`src/rtl/core/run_sort_and_kway_merge_defines.svh`:
```
// Assertion macros for the run sort and merge RTL.
// Needs clk and rst in scope where a macro is used.
`ifndef RUN_SORT_AND_KWAY_MERGE_DEFINES_SVH
`define RUN_SORT_AND_KWAY_MERGE_DEFINES_SVH

// Same-cycle implication, held off during reset
`define RSKM_ASSERT_NOW(lbl, ante, cons, msg) \
  lbl: assert property (@(posedge clk) disable iff (rst) (ante) |-> (cons)) else $error(msg);

// Next-cycle implication, held off during reset
`define RSKM_ASSERT_NEXT(lbl, ante, cons, msg) \
  lbl: assert property (@(posedge clk) disable iff (rst) (ante) |=> (cons)) else $error(msg);

`endif

```
`src/rtl/core/rskm_pkg.sv`:
```
// Shared constants, codes and controller/datapath structs for the run sorter.
// No dependencies.
package rskm_pkg;

  localparam int CAPACITY_DEF = 1024;
  localparam int MAX_RUNS_DEF = 8;

  localparam int VALUE_W      = 32;
  localparam int RUN_COUNT_W  = 4;
  localparam int RUN_LENGTH_W = 11;
  localparam int TOTAL_W      = RUN_COUNT_W + RUN_LENGTH_W;
  localparam int STATUS_W     = 2;
  localparam int CFG_IDX_W    = 1;
  localparam int CFG_DATA_W   = 11;

  // Configuration register indexes
  localparam logic [CFG_IDX_W-1:0] REG_RUN_COUNT  = 1'b0;
  localparam logic [CFG_IDX_W-1:0] REG_RUN_LENGTH = 1'b1;

  localparam logic [RUN_COUNT_W-1:0]  RUN_COUNT_RST  = 4'd1;
  localparam logic [RUN_LENGTH_W-1:0] RUN_LENGTH_RST = 11'd1024;

  // Request actions
  localparam logic ACT_LOAD = 1'b0;
  localparam logic ACT_TAKE = 1'b1;

  typedef enum logic [STATUS_W-1:0] {
    ST_LOADED = 2'd0,
    ST_VALUE  = 2'd1,
    ST_ERROR  = 2'd2
  } status_t;

  typedef struct packed {
    logic load_wr;
    logic run_first;
    logic run_next;
    logic rd_key;
    logic key_cap;
    logic rd_prev;
    logic shift_wr;
    logic key_wr;
    logic merge_begin;
    logic scan_rd;
    logic scan_cmp;
    logic take_commit;
    logic empty;
    logic res_ok;
    logic res_err;
  } cmd_t;

  typedef struct packed {
    logic geom_ok;
    logic is_take;
    logic merging;
    logic load_room;
    logic load_final;
    logic r_done;
    logic i_done;
    logic j_zero;
    logic prev_gt;
    logic head_done;
    logic found;
    logic out_free;
  } sts_t;

endpackage

```
`src/rtl/core/rskm_ctrl.sv`:
```
// Controller FSM: decodes requests, sequences the insertion sort and merge scan.
// Depends on rskm_pkg; drives the datapath through cmd_t, watches sts_t.
module rskm_ctrl (
  input  logic           clk,
  input  logic           rst,
  input  logic           in_valid,
  output logic           in_ready,
  input  rskm_pkg::sts_t sts,
  output rskm_pkg::cmd_t cmd
);
  import rskm_pkg::*;

  typedef enum logic [10:0] {
    S_IDLE     = 11'b000_0000_0001,
    S_SORT_RUN = 11'b000_0000_0010,
    S_SORT_I   = 11'b000_0000_0100,
    S_SORT_KEY = 11'b000_0000_1000,
    S_SORT_CHK = 11'b000_0001_0000,
    S_SORT_CMP = 11'b000_0010_0000,
    S_SCAN     = 11'b000_0100_0000,
    S_SCAN_CMP = 11'b000_1000_0000,
    S_EMIT_OK  = 11'b001_0000_0000,
    S_EMIT_ERR = 11'b010_0000_0000,
    S_EMIT_VAL = 11'b100_0000_0000
  } state_t;

  state_t state, state_next;

  assign in_ready = (state == S_IDLE);

  // Next state and commands
  always_comb begin
    state_next = state;
    cmd        = '0;
    case (state)
      S_IDLE: begin
        if (in_valid) begin
          if (!sts.geom_ok) begin
            state_next = S_EMIT_ERR;
          end else if (!sts.is_take) begin
            if (sts.merging || !sts.load_room) begin
              state_next = S_EMIT_ERR;
            end else begin
              cmd.load_wr = 1'b1;
              if (sts.load_final) begin
                cmd.run_first = 1'b1;
                state_next    = S_SORT_RUN;
              end else begin
                state_next = S_EMIT_OK;
              end
            end
          end else if (!sts.merging) begin
            state_next = S_EMIT_ERR;
          end else begin
            cmd.run_first = 1'b1;
            state_next    = S_SCAN;
          end
        end
      end
      S_SORT_RUN: begin
        if (sts.r_done) begin
          cmd.merge_begin = 1'b1;
          state_next      = S_EMIT_OK;
        end else begin
          state_next = S_SORT_I;
        end
      end
      S_SORT_I: begin
        if (sts.i_done) begin
          cmd.run_next = 1'b1;
          state_next   = S_SORT_RUN;
        end else begin
          cmd.rd_key = 1'b1;
          state_next = S_SORT_KEY;
        end
      end
      S_SORT_KEY: begin
        cmd.key_cap = 1'b1;
        state_next  = S_SORT_CHK;
      end
      S_SORT_CHK: begin
        if (sts.j_zero) begin
          cmd.key_wr = 1'b1;
          state_next = S_SORT_I;
        end else begin
          cmd.rd_prev = 1'b1;
          state_next  = S_SORT_CMP;
        end
      end
      S_SORT_CMP: begin
        if (sts.prev_gt) begin
          cmd.shift_wr = 1'b1;
          state_next   = S_SORT_CHK;
        end else begin
          cmd.key_wr = 1'b1;
          state_next = S_SORT_I;
        end
      end
      S_SCAN: begin
        if (sts.r_done) begin
          if (sts.found) begin
            state_next = S_EMIT_VAL;
          end else begin
            cmd.empty  = 1'b1;
            state_next = S_EMIT_ERR;
          end
        end else if (sts.head_done) begin
          cmd.run_next = 1'b1;
        end else begin
          cmd.scan_rd = 1'b1;
          state_next  = S_SCAN_CMP;
        end
      end
      S_SCAN_CMP: begin
        cmd.scan_cmp = 1'b1;
        state_next   = S_SCAN;
      end
      S_EMIT_OK: begin
        if (sts.out_free) begin
          cmd.res_ok = 1'b1;
          state_next = S_IDLE;
        end
      end
      S_EMIT_ERR: begin
        if (sts.out_free) begin
          cmd.res_err = 1'b1;
          state_next  = S_IDLE;
        end
      end
      S_EMIT_VAL: begin
        if (sts.out_free) begin
          cmd.take_commit = 1'b1;
          state_next      = S_IDLE;
        end
      end
      default: begin
        state_next = S_IDLE;
      end
    endcase
  end

  // State register
  always_ff @(posedge clk) begin
    if (rst) begin
      state <= S_IDLE;
    end else begin
      state <= state_next;
    end
  end

endmodule

```
`config.mk`:
```
export PLATFORM = sky130hd
export DESIGN_NAME = rskm_ctrl
export DESIGN_NICKNAME = d
export VERILOG_FILES = /design/src/rtl/core/run_sort_and_kway_merge_defines.svh /design/src/rtl/core/rskm_pkg.sv /design/src/rtl/core/rskm_ctrl.sv
export SDC_FILE = /design/constraint.sdc
export NUM_CORES = 1
export LEC_CHECK = 0
export BUFFER_PORTS_ARGS = -buffer_cell sky130_fd_sc_hd__buf_2
export CAP_MARGIN = 30
export CORE_AREA = 2 2 47 49
export DETAILED_ROUTE_END_ITERATION = 12
export DIE_AREA = 0 0 49 51
export PLACE_DENSITY_LB_ADDON = 0.1
export REMOVE_ABC_BUFFERS = 1
export SLEW_MARGIN = 20
export SYNTH_ARGS = -nofsm -noshare
export SYNTH_HDL_FRONTEND = slang
export SYNTH_SLANG_ARGS = --single-unit
```
`constraint.sdc`:
```
create_clock -name clk -period 2 [get_ports clk]
set_input_delay 0.3 -clock clk [delete_from_list [all_inputs] [get_ports clk]]
set_output_delay 0.3 -clock clk [all_outputs]
set_load 0.1 [all_outputs]
```
==> results.py <==
metrics = {
    "power": {
        "p_sw_uw": 831,
        "pwr-share-clk_pct": 10.1,
        "power.density_mw_per_mm2": 965,
        "power_frac_comb_pct": 75.1,
        "internal_power_uw": 964,
        "ir_drop_mv": 0.896,
        "power_leakage_nw": 0.801,
        "p_total_mw": 1.80,
        "power.share.switching_pct": 46.3,
        "seqPwrFrac_pct": 14.8,
    },
    "timing": {
        "grt_setup_unrepaired": "yes",
        "worst_slew_pin_slew_ps": 750,
        "max_freq_ghz": 0.397,
        "finalSetupViolCount": 27,
        "fin_worst_skew_ps": 3.49,
        "setup-tns-final_ps": -8900,
        "fin_ws_ps": -522,
        "layout_min_cycle_time_ps": 2520,
        "fin_crit_sh_pct": 126,
        "slew_headroom_pct": 49.7,
        "hold_viol": 0,
        "maxSlewViolCount": 0,
        "hold_ws_ps": 183,
    },
    "routing": {
        "dr.pass1.iters": 5,
        "remaining_drc_errors": 0,
        "wire_per_inst_microns": 20.9,
        "num_vias": 1367,
        "vias_per_cell": 6.19,
        "wirelength_mm": 4.62,
        "initialDrtViolationCount": 81,
        "ant_nets": 0,
    },
    "synth": {
        "ys_warn_count": 0,
        "synth-main-ff-cell": "dfxtp_1",
        "synth_edf_count": 0,
        "synth_cells": 107,
        "syn_avg_cell_area_sq_um": 7.76,
        "synth-async-reset-ratio_pct": 0,
        "ys_ff_latch": 11,
        "netlist_area_sq_um": 831,
        "synth-seq-area-share_pct": 26.5,
        "synth_cell_type_count": 41,
    },
    "placed_design": {
        "dp_slack_ps": -255,
        "place_area_sq_mm": 0.00153,
        "gp_congestion": 0.853,
        "dp_hpwl_mm": 2.25,
        "io_buffers": 30,
    },
    "cts": {
        "ctsHtreeMaxLevel": 1,
        "clock-sinks": 11,
        "clk_path_buf_depth": 2,
        "clk_pin_slew_worst_paths_ps": 90,
        "holdBufCountCts": 0,
        "cts_buffers": 3,
        "cts_root_buffer": "clkbuf_4",
        "cts_tree": "yes",
        "insertion_delay_ps": 300,
    },
    "critical_path": {
        "arrival_ps": 2220,
        "end_kind": "output pin",
        "cp.required_ps": 1700,
        "path_buf_inv": 3,
        "cp_slowest_cell": "or4_4",
        "crit_chain": "or4_4, or3_4, buf_6, nor3b_2, buf_4, buf_12",
        "cp-start-kind": "flop",
        "crit_type": "reg -> out",
        "crit_fanout": 2,
        "critPathTopFamily": "simple AND/OR/NAND/NOR gates",
        "cpPeakStageDelay_ps": 550,
    },
    "layout": {
        "num_antenna_cells": 0,
        "top_regs": "state x11",
        "finalInstanceArea_sq_mm": 0.00186,
        "syn_to_final_growth_pct": 124,
        "regMostFlops": "state",
        "drive_gt1_share_pct": 67.9,
        "largest_reg_flops": 11,
        "nets": 209,
    },
    "floorplanning": {
        "core-area_sq_mm": 0.00206,
        "die_x_microns": 49,
        "start_util_pct": 40.3,
        "num_io_pins": 31,
        "die-height_microns": 51,
        "std_cell_rows": 17,
        "die_area_sq_mm": 0.00250,
    },
    "global_routing": {
        "gr-usage-all-layers_pct": 29.3,
        "grt_pass1_vias": 1210,
        "antenna_found_initial": 0,
        "grt_overflow": 0,
        "grt_pass1_wl_mm": 5.49,
        "grt_max_degree": 8,
    },
    "status": {
        "violations": "negative setup slack",
        "status": "complete, but fails checks",
    },
    "hold_path": {
        "worstHoldPathType": "in -> reg",
    },
    "job": {
        "maxCapViolations": 0,
    },
}
worst paths after layout:
| kind | from | to | slack (ps) | cells past startpoint |
|---|---|---|---|---|
| worst max-delay path | state[1]$_SDFFE_PP0P_ | cmd[4] | -520 | 6 |
| worst min register to register | state[10]$_SDFFE_PP0P_ | state[10]$_SDFFE_PP0P_ | 690 | 3 |
| worst min-delay path | sts[4] | state[5]$_SDFFE_PP0P_ | 180 | 2 |
| worst max register to register | state[1]$_SDFFE_PP0P_ | state[8]$_SDFFE_PP0P_ | -340 | 5 |
cell type report:
cell class | instances | area, sq um
Multi-Input combinational cell | 89 | 741
Timing Repair Buffer | 84 | 815
Tap cell | 28 | 35.0
Inverter | 5 | 18.8
Clock buffer | 4 | 26.3
Fill cell | 82 | 203
Sequential cell | 11 | 225
cells in the mapped netlist (all sizes together), types with 2 or more instances:
cell type,n,area (sq um)
nand2b,3,18.8
nor3,8,51.3
nand3b,2,15.0
dfxtp,11,220
or4,2,18.8
nor2,10,37.5
nor4,4,25.0
a211oi,2,20.0
nand2,9,33.8
nor3b,3,22.5
nor4b,3,41.3
or4b,2,20.0
or3,2,17.5
nand3,4,20.0
and2,2,13.8
a21oi,8,43.8
and4b,2,21.3
or2,3,18.8
inv,5,18.8
xor2,2,17.5
buf,2,10.0
o21ai,7,35.0
cells in the final DEF (no fill, tap or decap), types with 2 or more instances in the layout:
cell type,count
or2_2,2
dfxtp_1,7
clkbuf_4,3
nor2_4,5
buf_2,14
nand2b_1,3
inv_1,3
xor2_1,2
nand3_1,2
a21oi_1,7
nor3_2,3
and4b_2,2
o21ai_0,7
buf_4,49
nand2_1,6
inv_2,2
buf_6,5
nor4_1,2
nand3b_1,2
or3_4,2
or4_4,2
dfxtp_2,4
nor4b_4,2
nor2_1,5
buf_12,16
nor3_1,4
nand2_2,3
power groups by stage:
| stage | Clock (mW) | Combinational [mW] | Sequential, mW |
|---|---|---|---|
| after floorplan | 0 | 0.499 | 0.275 |
| after global placement | 0 | 0.946 | 0.260 |
| after detailed placement | 0 | 0.967 | 0.264 |
| after CTS | 0.166 | 1.21 | 0.261 |
| after global routing | 0.185 | 1.39 | 0.267 |
| final | 0.181 | 1.35 | 0.266 |
logic make-up after synthesis:
kind of cell | Yosys count | share of synthesized area (%)
buf+inv | 7 | 3.46
simple gates | 63 | 48.5
compound gates | 23 | 18.4
flops | 11 | 26.5
xor+xnor | 3 | 3.16
routing by layer:
| layer | global-route usage [%] | wire [microns] |
|---|---|---|
| met1 | 29.0 | 1610 |
| met2 | 58.2 | 2330 |
| met3 | 3.80 | 331 |
| met4 | 17.1 | 352 |
| met5 | 0 | 0 |
through the flow:
stage | instances | utilization [%]
detailed placement | 201 | 74.2
CTS | 211 | 85.3
floorplan | 105 | -
global route | 221 | 90.2
global placement | 201 | 74.2
finish | 221 | 90.2
repair_timing:
action	in CTS	in global routing
pin swaps	11	10
buffers inserted	6	12
setup endpoints to repair	27	27
resized for setup	41	7
(Power assumes the default switching activity.)
